`src/design/trrc_pkg.sv`:
```
package trrc_pkg;

    localparam int LETTERS = 26;
    localparam int ROTORS  = 3;

    typedef logic [4:0] letter_t;
    typedef logic [1:0] rotor_t;

    // Configuration register map
    typedef enum logic [2:0] {
        REG_SLOT0_ROTOR = 3'd0,
        REG_SLOT1_ROTOR = 3'd1,
        REG_SLOT2_ROTOR = 3'd2,
        REG_SLOT0_START = 3'd3,
        REG_SLOT1_START = 3'd4,
        REG_SLOT2_START = 3'd5
    } cfg_reg_t;

    localparam letter_t LAST_LETTER = letter_t'(LETTERS - 1);
    localparam rotor_t  LAST_ROTOR  = rotor_t'(ROTORS - 1);

    // Forward wirings, position -> letter
    localparam letter_t FWD_TBL [0:ROTORS-1][0:LETTERS-1] = '{
        '{5'd16, 5'd0,  5'd25, 5'd22, 5'd18, 5'd23, 5'd4,  5'd3,  5'd2,
          5'd17, 5'd5,  5'd21, 5'd19, 5'd6,  5'd1,  5'd24, 5'd7,  5'd13,
          5'd20, 5'd9,  5'd12, 5'd8,  5'd10, 5'd14, 5'd11, 5'd15},
        '{5'd16, 5'd22, 5'd4,  5'd17, 5'd19, 5'd24, 5'd20, 5'd8,  5'd14,
          5'd15, 5'd0,  5'd18, 5'd3,  5'd5,  5'd6,  5'd7,  5'd9,  5'd10,
          5'd11, 5'd25, 5'd23, 5'd2,  5'd21, 5'd1,  5'd13, 5'd12},
        '{5'd16, 5'd4,  5'd19, 5'd20, 5'd14, 5'd0,  5'd3,  5'd6,  5'd9,
          5'd11, 5'd25, 5'd2,  5'd1,  5'd12, 5'd22, 5'd17, 5'd24, 5'd8,
          5'd15, 5'd18, 5'd5,  5'd7,  5'd10, 5'd23, 5'd21, 5'd13}
    };

    // Inverse wirings, letter -> position
    localparam letter_t INV_TBL [0:ROTORS-1][0:LETTERS-1] = '{
        '{5'd1,  5'd14, 5'd8,  5'd7,  5'd6,  5'd10, 5'd13, 5'd16, 5'd21,
          5'd19, 5'd22, 5'd24, 5'd20, 5'd17, 5'd23, 5'd25, 5'd0,  5'd9,
          5'd4,  5'd12, 5'd18, 5'd11, 5'd3,  5'd5,  5'd15, 5'd2},
        '{5'd10, 5'd23, 5'd21, 5'd12, 5'd2,  5'd13, 5'd14, 5'd15, 5'd7,
          5'd16, 5'd17, 5'd18, 5'd25, 5'd24, 5'd8,  5'd9,  5'd0,  5'd3,
          5'd11, 5'd4,  5'd6,  5'd22, 5'd1,  5'd20, 5'd5,  5'd19},
        '{5'd5,  5'd12, 5'd11, 5'd6,  5'd1,  5'd20, 5'd7,  5'd21, 5'd17,
          5'd8,  5'd22, 5'd9,  5'd13, 5'd25, 5'd4,  5'd18, 5'd0,  5'd15,
          5'd19, 5'd2,  5'd3,  5'd24, 5'd14, 5'd23, 5'd16, 5'd10}
    };

    // Select code 3 falls back to the last wiring
    function automatic rotor_t rotor_pick(rotor_t sel);
        return (sel > LAST_ROTOR) ? LAST_ROTOR : sel;
    endfunction

    // Both operands below 26
    function automatic letter_t mod_add(letter_t a, letter_t b);
        logic [5:0] sum;
        sum = {1'b0, a} + {1'b0, b};
        if (sum >= 6'(LETTERS)) begin
            sum = sum - 6'(LETTERS);
        end
        return sum[4:0];
    endfunction

    function automatic letter_t mod_inc(letter_t a);
        return (a == LAST_LETTER) ? 5'd0 : a + 5'd1;
    endfunction

    // Letters 26..31 wrap to 0..5
    function automatic letter_t letter_wrap(letter_t a);
        return (a > LAST_LETTER) ? a - letter_t'(LETTERS) : a;
    endfunction

    function automatic letter_t slot_fwd(rotor_t w, letter_t off, letter_t x);
        return FWD_TBL[w][mod_add(off, x)];
    endfunction

    function automatic letter_t slot_back(rotor_t w, letter_t off, letter_t y);
        letter_t p;
        p = INV_TBL[w][y];
        return (p >= off) ? p - off : p + letter_t'(LETTERS) - off;
    endfunction

    // Start letter outside the alphabet loads offset zero
    function automatic letter_t start_offset(rotor_t w, letter_t start);
        return (start > LAST_LETTER) ? 5'd0 : INV_TBL[w][start];
    endfunction

endpackage

```
`src/design/three_rotor_reflector_cipher.sv`:
```
// Channel   Dir  Handshake              Payload
// s_        in   s_valid / s_ready      s_letter_in[4:0], s_message_start
// m_        out  m_valid / m_ready      m_letter_out[4:0]
// cfg_      in   cfg_valid / cfg_ready  cfg_index[2:0], cfg_data[4:0]
//
// One item per cycle unless m_ready stalls; m_valid loads from a_valid_reg.
// Slot offsets and step counters advance at input accept, so the next item
// sees them at once; the rotor path runs between the input and result registers.
// aresetn (sync, active low) clears both stages, the offsets and counters, and
// loads the register defaults. A stalled m_ready holds the result register and
// s_ready stays high while the input register can move forward.
module three_rotor_reflector_cipher
    import trrc_pkg::*;
(
    input  logic       aclk,
    input  logic       aresetn,

    input  logic       s_valid,
    output logic       s_ready,
    input  logic [4:0] s_letter_in,
    input  logic       s_message_start,

    output logic       m_valid,
    input  logic       m_ready,
    output logic [4:0] m_letter_out,

    input  logic       cfg_valid,
    output logic       cfg_ready,
    input  logic [2:0] cfg_index,
    input  logic [4:0] cfg_data
);

    // configuration
    rotor_t  slot0_rotor_reg, slot1_rotor_reg, slot2_rotor_reg;
    letter_t slot0_start_reg, slot1_start_reg, slot2_start_reg;

    // rotor state
    letter_t off_first_reg, off_second_reg, off_third_reg;
    letter_t steps_first_reg, steps_second_reg;
    letter_t off_first_next, off_second_next, off_third_next;
    letter_t steps_first_next, steps_second_next;

    // input stage: letter plus the offsets in force for it
    logic    a_valid_reg, a_valid_next;
    letter_t a_letter_reg;
    letter_t a_off0_reg, a_off1_reg, a_off2_reg;

    // result stage
    logic    m_valid_reg, m_valid_next;
    letter_t m_letter_reg;

    logic    s_accept, b_load;
    rotor_t  w0, w1, w2;
    letter_t eff0, eff1, eff2, eff_steps_first, eff_steps_second;
    letter_t fwd0, fwd1, fwd2, refl, bck2, bck1, bck0;

    assign w0 = rotor_pick(slot0_rotor_reg);
    assign w1 = rotor_pick(slot1_rotor_reg);
    assign w2 = rotor_pick(slot2_rotor_reg);

    // handshake
    assign b_load    = !m_valid_reg || m_ready;
    assign s_ready   = !a_valid_reg || b_load;
    assign s_accept  = s_valid && s_ready;
    assign cfg_ready = 1'b1;
    assign m_valid   = m_valid_reg;
    assign m_letter_out = m_letter_reg;

    // config writes; out-of-map indexes are dropped
    always_ff @(posedge aclk) begin
        if (!aresetn) begin
            slot0_rotor_reg <= 2'd0;
            slot1_rotor_reg <= 2'd1;
            slot2_rotor_reg <= 2'd2;
            slot0_start_reg <= 5'd0;
            slot1_start_reg <= 5'd0;
            slot2_start_reg <= 5'd0;
        end else if (cfg_valid && cfg_ready) begin
            unique case (cfg_index)
                REG_SLOT0_ROTOR: slot0_rotor_reg <= cfg_data[1:0];
                REG_SLOT1_ROTOR: slot1_rotor_reg <= cfg_data[1:0];
                REG_SLOT2_ROTOR: slot2_rotor_reg <= cfg_data[1:0];
                REG_SLOT0_START: slot0_start_reg <= cfg_data;
                REG_SLOT1_START: slot1_start_reg <= cfg_data;
                REG_SLOT2_START: slot2_start_reg <= cfg_data;
                default: ;
            endcase
        end
    end

    // message start reloads offsets and clears counters for this item
    always_comb begin
        if (s_message_start) begin
            eff0             = start_offset(w0, slot0_start_reg);
            eff1             = start_offset(w1, slot1_start_reg);
            eff2             = start_offset(w2, slot2_start_reg);
            eff_steps_first  = 5'd0;
            eff_steps_second = 5'd0;
        end else begin
            eff0             = off_first_reg;
            eff1             = off_second_reg;
            eff2             = off_third_reg;
            eff_steps_first  = steps_first_reg;
            eff_steps_second = steps_second_reg;
        end
    end

    // odometer stepping after the letter
    always_comb begin
        off_first_next    = mod_inc(eff0);
        off_second_next   = eff1;
        off_third_next    = eff2;
        steps_first_next  = eff_steps_first + 5'd1;
        steps_second_next = eff_steps_second;
        if (eff_steps_first == LAST_LETTER) begin
            steps_first_next  = 5'd0;
            off_second_next   = mod_inc(eff1);
            steps_second_next = eff_steps_second + 5'd1;
            if (eff_steps_second == LAST_LETTER) begin
                steps_second_next = 5'd0;
                off_third_next    = mod_inc(eff2);
            end
        end
    end

    always_ff @(posedge aclk) begin
        if (!aresetn) begin
            off_first_reg    <= 5'd0;
            off_second_reg   <= 5'd0;
            off_third_reg    <= 5'd0;
            steps_first_reg  <= 5'd0;
            steps_second_reg <= 5'd0;
        end else if (s_accept) begin
            off_first_reg    <= off_first_next;
            off_second_reg   <= off_second_next;
            off_third_reg    <= off_third_next;
            steps_first_reg  <= steps_first_next;
            steps_second_reg <= steps_second_next;
        end
    end

    // input stage
    always_comb begin
        a_valid_next = a_valid_reg;
        if (s_accept) begin
            a_valid_next = 1'b1;
        end else if (b_load) begin
            a_valid_next = 1'b0;
        end
    end

    always_ff @(posedge aclk) begin
        if (!aresetn) begin
            a_valid_reg <= 1'b0;
        end else begin
            a_valid_reg <= a_valid_next;
        end
    end

    always_ff @(posedge aclk) begin
        if (s_accept) begin
            a_letter_reg <= letter_wrap(s_letter_in);
            a_off0_reg   <= eff0;
            a_off1_reg   <= eff1;
            a_off2_reg   <= eff2;
        end
    end

    // rotor path: forward through three slots, reflect, back through inverses
    assign fwd0 = slot_fwd(w0, a_off0_reg, a_letter_reg);
    assign fwd1 = slot_fwd(w1, a_off1_reg, fwd0);
    assign fwd2 = slot_fwd(w2, a_off2_reg, fwd1);
    assign refl = LAST_LETTER - fwd2;
    assign bck2 = slot_back(w2, a_off2_reg, refl);
    assign bck1 = slot_back(w1, a_off1_reg, bck2);
    assign bck0 = slot_back(w0, a_off0_reg, bck1);

    // result stage
    always_comb begin
        m_valid_next = m_valid_reg;
        if (b_load) begin
            m_valid_next = a_valid_reg;
        end
    end

    always_ff @(posedge aclk) begin
        if (!aresetn) begin
            m_valid_reg <= 1'b0;
        end else begin
            m_valid_reg <= m_valid_next;
        end
    end

    always_ff @(posedge aclk) begin
        if (b_load && a_valid_reg) begin
            m_letter_reg <= bck0;
        end
    end

endmodule

```
`config.mk`:
```
export PLATFORM = sky130hd
export DESIGN_NAME = three_rotor_reflector_cipher
export DESIGN_NICKNAME = d
export VERILOG_FILES = /design/src/design/trrc_pkg.sv /design/src/design/three_rotor_reflector_cipher.sv
export SDC_FILE = /design/constraint.sdc
export NUM_CORES = 1
export LEC_CHECK = 0
export ABC_AREA = 1
export BUFFER_PORTS_ARGS = -buffer_cell sky130_fd_sc_hd__clkbuf_2
export CAP_MARGIN = 20
export CORE_MARGIN = 1
export CORE_UTILIZATION = 55
export CTS_BUF_LIST = sky130_fd_sc_hd__clkbuf_8
export DETAILED_ROUTE_END_ITERATION = 16
export MAX_ROUTING_LAYER = met4
export PLACE_DENSITY = 0.73
export SYNTH_ARGS = -nofsm -noshare
export SYNTH_HDL_FRONTEND = slang
export SYNTH_SLANG_ARGS = --single-unit
```
`constraint.sdc`:
```
create_clock -name aclk -period 16.35 [get_ports aclk]
set_clock_uncertainty 0.1 [all_clocks]
set_input_delay 0 -clock aclk [delete_from_list [all_inputs] [get_ports aclk]]
set_output_delay 0 -clock aclk [all_outputs]
set_load 0.005 [all_outputs]
```
; ---- After elaboration in Yosys (flattened, before gate mapping)
; Index checks and enable logic that the tools add are counted.
[totals]
register_bits = 73
latchBits = 0
mem_bits_rw = 0
romBits = 0
in_bits = 19
out_inout_bits = 8
word_cells = 175
n_memories = 0
[op_classes]
n_addsub = 22
mul = 0
n_div = 0
order_cmp = 25
eq_ne = 10
n_shift = 0
mux = 74
n_bitwise = 12
reduce_logical = 14
[ops]
columns = operator, n
row1 = 130-bit binary-select mux with 2-bit select, 6
row2 = 130-bit 2-to-1 mux, 12
row3 = 5-bit binary-select mux with 5-bit select, 9
row4 = 5-bit 2-to-1 mux, 42
row5 = 6-bit >= comparator (second input constant), 9
row6 = 5-bit inverter with 6-bit output, 9
row7 = 5-bit subtractor, 6
row8 = 5-bit by 1-bit adder with 5-bit output (second input constant), 5
row9 = 5-bit == test (second input constant), 5
row10 = 5-bit > comparator (second input constant), 4
row11 = 5-bit subtractor (second input constant), 4
row12 = 5-bit by 5-bit adder with 6-bit output, 3
row13 = 6-bit by 5-bit >= comparator with 1-bit output (second input constant), 3
row14 = 5-bit adder (second input constant), 3
row15 = 5-bit >= comparator, 3
row16 = 2-bit AND reduction, 6
row17 = 3-bit >= comparator (second input constant), 3
row18 = 2-bit inverter with 3-bit output, 3
row19 = 3-bit by 2-bit == test with 1-bit output (second input constant), 2
row20 = 3-bit == test (second input constant), 2
row21 = 2-bit > comparator (second input constant), 3
row22 = 2-bit 2-to-1 mux, 3
row23 = 5-bit subtractor (first input constant), 1
row24 = 3-bit by 1-bit == test with 1-bit output (second input constant), 1
row25 = other kinds (6), 10

; ---- Logic depth before layout (Yosys ltp)
[depth]
ltp_word = 45
depth_mapped = 112
ltp_nobuf = 109

; ---- Worst setup path before layout
; OpenSTA, ideal clock, no wires.
[synth_path]
kind = register -> register
start = register a_off0_reg[0]
end = register m_letter_reg[4], in the netlist m_letter_out[4], data pin
setup_ns = 0.279
arrival_ns = 13.678
required_time_ns = 15.971
path_slack_ns = 2.293
path_stages_with_launch = 89
period_less_slack_ns = 14.057
cell_sequence = edfxtp_1 -> ha_1 -> fa_1 -> a21oi_1 -> o21ai_1 -> xnor2_1 -> inv_1 -> nand2_1 -> and3_1 -> or2_2 -> xor2_1 -> inv_1 -> buf_2 -> nand3_1 -> a21oi_1 -> a31oi_1 -> ha_1 -> inv_1 -> [... 53 more ...] -> nand2_1 -> nand3_1 -> nand2_1 -> o21ai_2 -> inv_1 -> clkbuf_1 -> nand3_1 -> o211ai_1 -> nand2_1 -> inv_1 -> o21ai_0 -> inv_1 -> ha_1 -> a21oi_1 -> o21ai_0 -> a211oi_1 -> o21bai_1 -> a31oi_1
[synth_via]
elab_chain_len = 43
elab_cells_between_ends = 52
cone_classes = 16 x add/sub / 6 x order compare / 24 x mux / 6 x bitwise
[synth_lines]
columns = element, line_no
row1 = "start, declared", three_rotor_reflector_cipher.sv:46  ; letter_t a_off0_reg, a_off1_reg, a_off2_reg;
row2 = "start signal, assigned", three_rotor_reflector_cipher.sv:163  ; a_off0_reg <= eff0;
row3 = 5-bit by 5-bit adder with 6-bit output, trrc_pkg.sv:56  ; sum = {1'b0, a} + {1'b0, b};
row4 = 5-bit subtractor / 6-bit by 5-bit >= comparator with 1-bit output (equally long branches), "trrc_pkg.sv:58, trrc_pkg.sv:57"
row5 = 5-bit 2-to-1 mux, trrc_pkg.sv:57  ; if (sum >= 6'(LETTERS)) begin
row6 = 5-bit inverter with 6-bit output (implied by the code), trrc_pkg.sv:73  ; return FWD_TBL[w][mod_add(off, x)];
row7 = 5-bit binary-select mux with 5-bit select, trrc_pkg.sv:73
row8 = 5-bit 2-to-1 mux (implied by the code) (2 in series), trrc_pkg.sv:73
row9 = 5-bit by 5-bit adder with 6-bit output, trrc_pkg.sv:56
row10 = 5-bit subtractor / 6-bit by 5-bit >= comparator with 1-bit output (equally long branches), "trrc_pkg.sv:58, trrc_pkg.sv:57"
row11 = [... 26 more ...], --
row12 = 5-bit 2-to-1 mux, trrc_pkg.sv:79  ; return (p >= off) ? p - off : p + letter_t'(LETTERS) - off;
row13 = 5-bit inverter with 6-bit output (implied by the code), trrc_pkg.sv:78  ; p = INV_TBL[w][y];
row14 = 5-bit binary-select mux with 5-bit select, trrc_pkg.sv:78
row15 = 5-bit 2-to-1 mux (implied by the code) (2 in series), trrc_pkg.sv:78
row16 = 5-bit adder, trrc_pkg.sv:79
row17 = 5-bit subtractor, trrc_pkg.sv:79
row18 = 5-bit 2-to-1 mux *, trrc_pkg.sv:79
row19 = via bck0[4], three_rotor_reflector_cipher.sv:55  ; letter_t fwd0, fwd1, fwd2, refl, bck2, bck1, bck0;
row20 = "end signal, assigned", three_rotor_reflector_cipher.sv:196  ; m_letter_reg <= bck0;
row21 = "end, declared", three_rotor_reflector_cipher.sv:50  ; letter_t m_letter_reg;
; Mark *: on every way through the listed nets, which the timed path passes. The rest lies on a longest branch. The select of a mux whose other input is x is not followed.
; A chain may end at the register's enable or synchronous reset.

; ---- Worst setup path in the final report
[layout_path]
start = register a_off0_reg[0]
end = register m_letter_reg[3], in the netlist m_letter_out[3], data pin
; The elaborated chain is that of the path after synthesis.

==> impl_metrics.env <==
export IMPL_status="finished, final reports clean"
export IMPL_grt_antenna_before_repair=0
export IMPL_syn_inst=1901
export IMPL_dieArea_sq_um=20900
export IMPL_finalWirelength_um=33700
export IMPL_worst_ep_arrival_time_ps=15250
export IMPL_gp_congestion=1.05
export IMPL_die_height_um=145
export IMPL_detailroute_via_count=13200
export IMPL_synth_sequential_area_ratio=0.153
export IMPL_timing_hold_worst_start="s_valid"
export IMPL_max_cap_viol_count=0
export IMPL_layout_drive_gt1_share=0.0889
export IMPL_delay_of_the_slowest_cell_on_the_worst_path_ps=470
export IMPL_synth_xor_xnor_area_share=0.0259
export IMPL_max_slew_worst_pin_slew_ps=957
export IMPL_avgViaCountPerCell=6.04
export IMPL_cts_root_buffer_cell="clkbuf_8"
export IMPL_detailed_placement_wirelength_estimate_um=24800
export IMPL_first_pass_grt_wire_length_um=53600
export IMPL_detail_route_wl_per_cell_um=15.4
export IMPL_crit_path_end_kind="flip-flop"
export IMPL_dp_cells=2125
export IMPL_number_of_global_route_vias_before_repair=11400
export IMPL_initial_utilization=0.567
export IMPL_firstDrtPassIters=7
export IMPL_finalHoldWorstSlack_ps=84.8
export IMPL_worst_hold_path_endpoint="a_valid_reg"
export IMPL_yosys_area_share_simple=0.357
export IMPL_place_port_buffers=25
export IMPL_cts_sink_count=73
export IMPL_critical_path_startpoint_type="flip-flop"
export IMPL_number_of_remaining_drc_errors=0
export IMPL_yosys_warnings=0
export IMPL_r2r_start="a_off0_reg[0]"
export IMPL_postRouteAntennaNets=0
export IMPL_pin_count_of_the_biggest_net_entering_global_routing=32
export IMPL_synthFlopType="dfxtp_1"
export IMPL_grt_overflow_total=0
export IMPL_postSynthRegisterBits=73
export IMPL_top_post_synthesis_cells_by_area="nand2_1, nand3_1, dfxtp_1"
export IMPL_synth_top_area_frac=0.145
export IMPL_cts_clk_slew_worst_paths_ps=90
export IMPL_synth_top_family_by_area="simple AND/OR/NAND/NOR gates"
export IMPL_tritoncts_clock_tree="done"
export IMPL_path_max_fanout=18
export IMPL_stdcell_count=2189
export IMPL_post_synth_fa_ha_maj_area_fraction=0.104
export IMPL_final_net_count=2024
export IMPL_timing_reg2reg_setup_slack_ps=1110
export IMPL_timing_hold_worst_class="in2reg"
export IMPL_critPathMostFrequentCell="nand2_1"
export IMPL_timing_final_crit_share=0.932
export IMPL_antennaDiodeCount=0
export IMPL_maxSlewViolCount=0
export IMPL_drt_iter0_drc=1471
export IMPL_core_region_area_sq_um=19700
export IMPL_achievable_freq_ghz=0.0656
export IMPL_globalRouteTotalUtil=0.324
export IMPL_timing_final_crit_period_ps=15240
export IMPL_hold_path_depth=4
export IMPL_r2r_end="m_letter_out[3]"
export IMPL_critical_path_slowest_cell="o311ai_0"
export IMPL_chipWidth_um=145
export IMPL_post_synth_mux_area_share=0
export IMPL_cts_max_path_buffers=2
export IMPL_synthesis_area_sq_um=11200
export IMPL_r2r_cells=89
export IMPL_hold_viol_final=0
export IMPL_timing_worst_setup_path_type="reg2reg"
export IMPL_unique_masters_post_synth=59
export IMPL_synth_compound_area_share=0.240
export IMPL_async_flop_share=0
export IMPL_clk_insertion_delay_late_ps=360
export IMPL_syn2layout_area_growth_pct=8.97
export IMPL_finalCoreUtilization=0.618
export IMPL_report_final_setup_viol=0
export IMPL_number_of_synthesized_flops_with_an_enable_pin=25
export IMPL_critPathRequiredTime_ps=16360
export IMPL_synthDominantAreaCellType="nand2_1"
export IMPL_postSynthAreaPerCell_sq_um=5.88
export IMPL_rows=51
export IMPL_tritoncts_num_buffers=9
export IMPL_slew_limit_headroom=0.361
export IMPL_floorplan_io_pins=27
export IMPL_synth_nets=2006
export IMPL_htree_num_levels=3
==> worst max-delay path by stage <==
stage	to	from	slack, ps
after floorplan	m_letter_out[4]	a_off0_reg[0]	2290
after global placement	m_letter_out[4]	a_off0_reg[0]	220
after detailed placement	m_letter_out[3]	a_off0_reg[0]	50
after CTS	m_letter_out[3]	a_off0_reg[0]	3
after global routing	m_letter_out[3]	a_off0_reg[0]	-20
final	m_letter_out[3]	a_off0_reg[0]	1110
==> through the flow <==
| step | setup WS [ps] | area, sq um | setup TNS (ps) |
|---|---|---|---|
| CTS | 2.56 | 11800 | 0 |
| global placement | 217 | 11400 | 0 |
| global route | -18.1 | 12200 | -25.8 |
| finish | 1110 | 12200 | 0 |
| floorplan | 2290 | 11200 | 0 |
| detailed placement | 54.5 | 11400 | 0 |
==> critical path: cells and delay by family (launching register included) <==
family / cells / cell delay [ps]
fa+ha+maj: 14 / 4350
simple gates: 33 / 4030
buf+inv: 23 / 2680
compound gates: 14 / 2440
xor+xnor: 5 / 920
flops: 1 / 410
==> area by class of cell <==
| class | instances | area [sq um] |
|---|---|---|
| multi-input combinational | 1499 | 8310 |
| fill | 1880 | 7540 |
| sequential | 73 | 1710 |
| inverter | 248 | 955 |
| timing repair buffer | 86 | 638 |
| tap | 265 | 332 |
| clock buffer | 9 | 124 |
| clock inverter | 7 | 101 |
| timing repair inverter | 2 | 10.0 |
==> placed cells by master (no fill, tap or decap), types with 9 or more instances in the layout <==
cell type	n
nand2_2	15
nand2_4	10
a21oi_1	135
o211ai_1	29
xnor2_1	12
a31oi_1	24
o31ai_1	12
o22ai_1	10
dfxtp_1	48
fa_1	12
o21ai_0	167
inv_2	16
inv_1	223
nand4_1	16
dlygate4sd3_1	22
nor2_1	181
o21ai_1	19
clkbuf_2	25
nand3_1	210
clkbuf_8	9
edfxtp_1	25
nand2_1	429
ha_1	69
or2_2	9
o311ai_0	11
xor2_1	19
buf_4	39
nor3_1	20
==> layer usage <==
metal	part of all wire	wire, um	GRT usage	vias up
li1	-	-	-	6485
met1	0.44	14900	0.445	5879
met2	0.43	14600	0.477	753
met3	0.096	3240	0.0526	105
met4	0.027	924	0.115	0
met5	0	0	-	-
==> Yosys cell counts, types with 12 or more instances <==
cell type	n
nor2_1	181
xnor2_1	12
nand4_1	16
inv_2	16
o21ai_1	14
dfxtp_1	48
a31oi_1	24
o21ai_0	173
inv_1	229
a21oi_1	136
edfxtp_1	25
nand2_2	15
buf_2	28
nor3_1	21
ha_1	74
o311ai_0	12
nand2_1	433
o31ai_1	12
xor2_1	21
fa_1	12
nand3_1	211
o211ai_1	29
clkbuf_1	40
==> logic make-up after synthesis <==
family,after synthesis
AND/OR/NAND/NOR,914
AO/OA/AOI/OAI,463
buffers and inverters,331
adder cells (fa/ha/maj),86
flip-flops,73
XOR/XNOR,33
other,1
==> what timing repair did <==
item | 4_1_cts | 5_1_grt
buffers inserted | 0 | 22
hold endpoints to repair | 28 | 0
setup endpoints to repair | 0 | 5
gates resized for setup | 0 | 45
hold buffers | 22 | 0
Power is left out: the tool's default activity adds up to more than one toggle a clock period on the data nets, which glitch-free logic cannot reach.
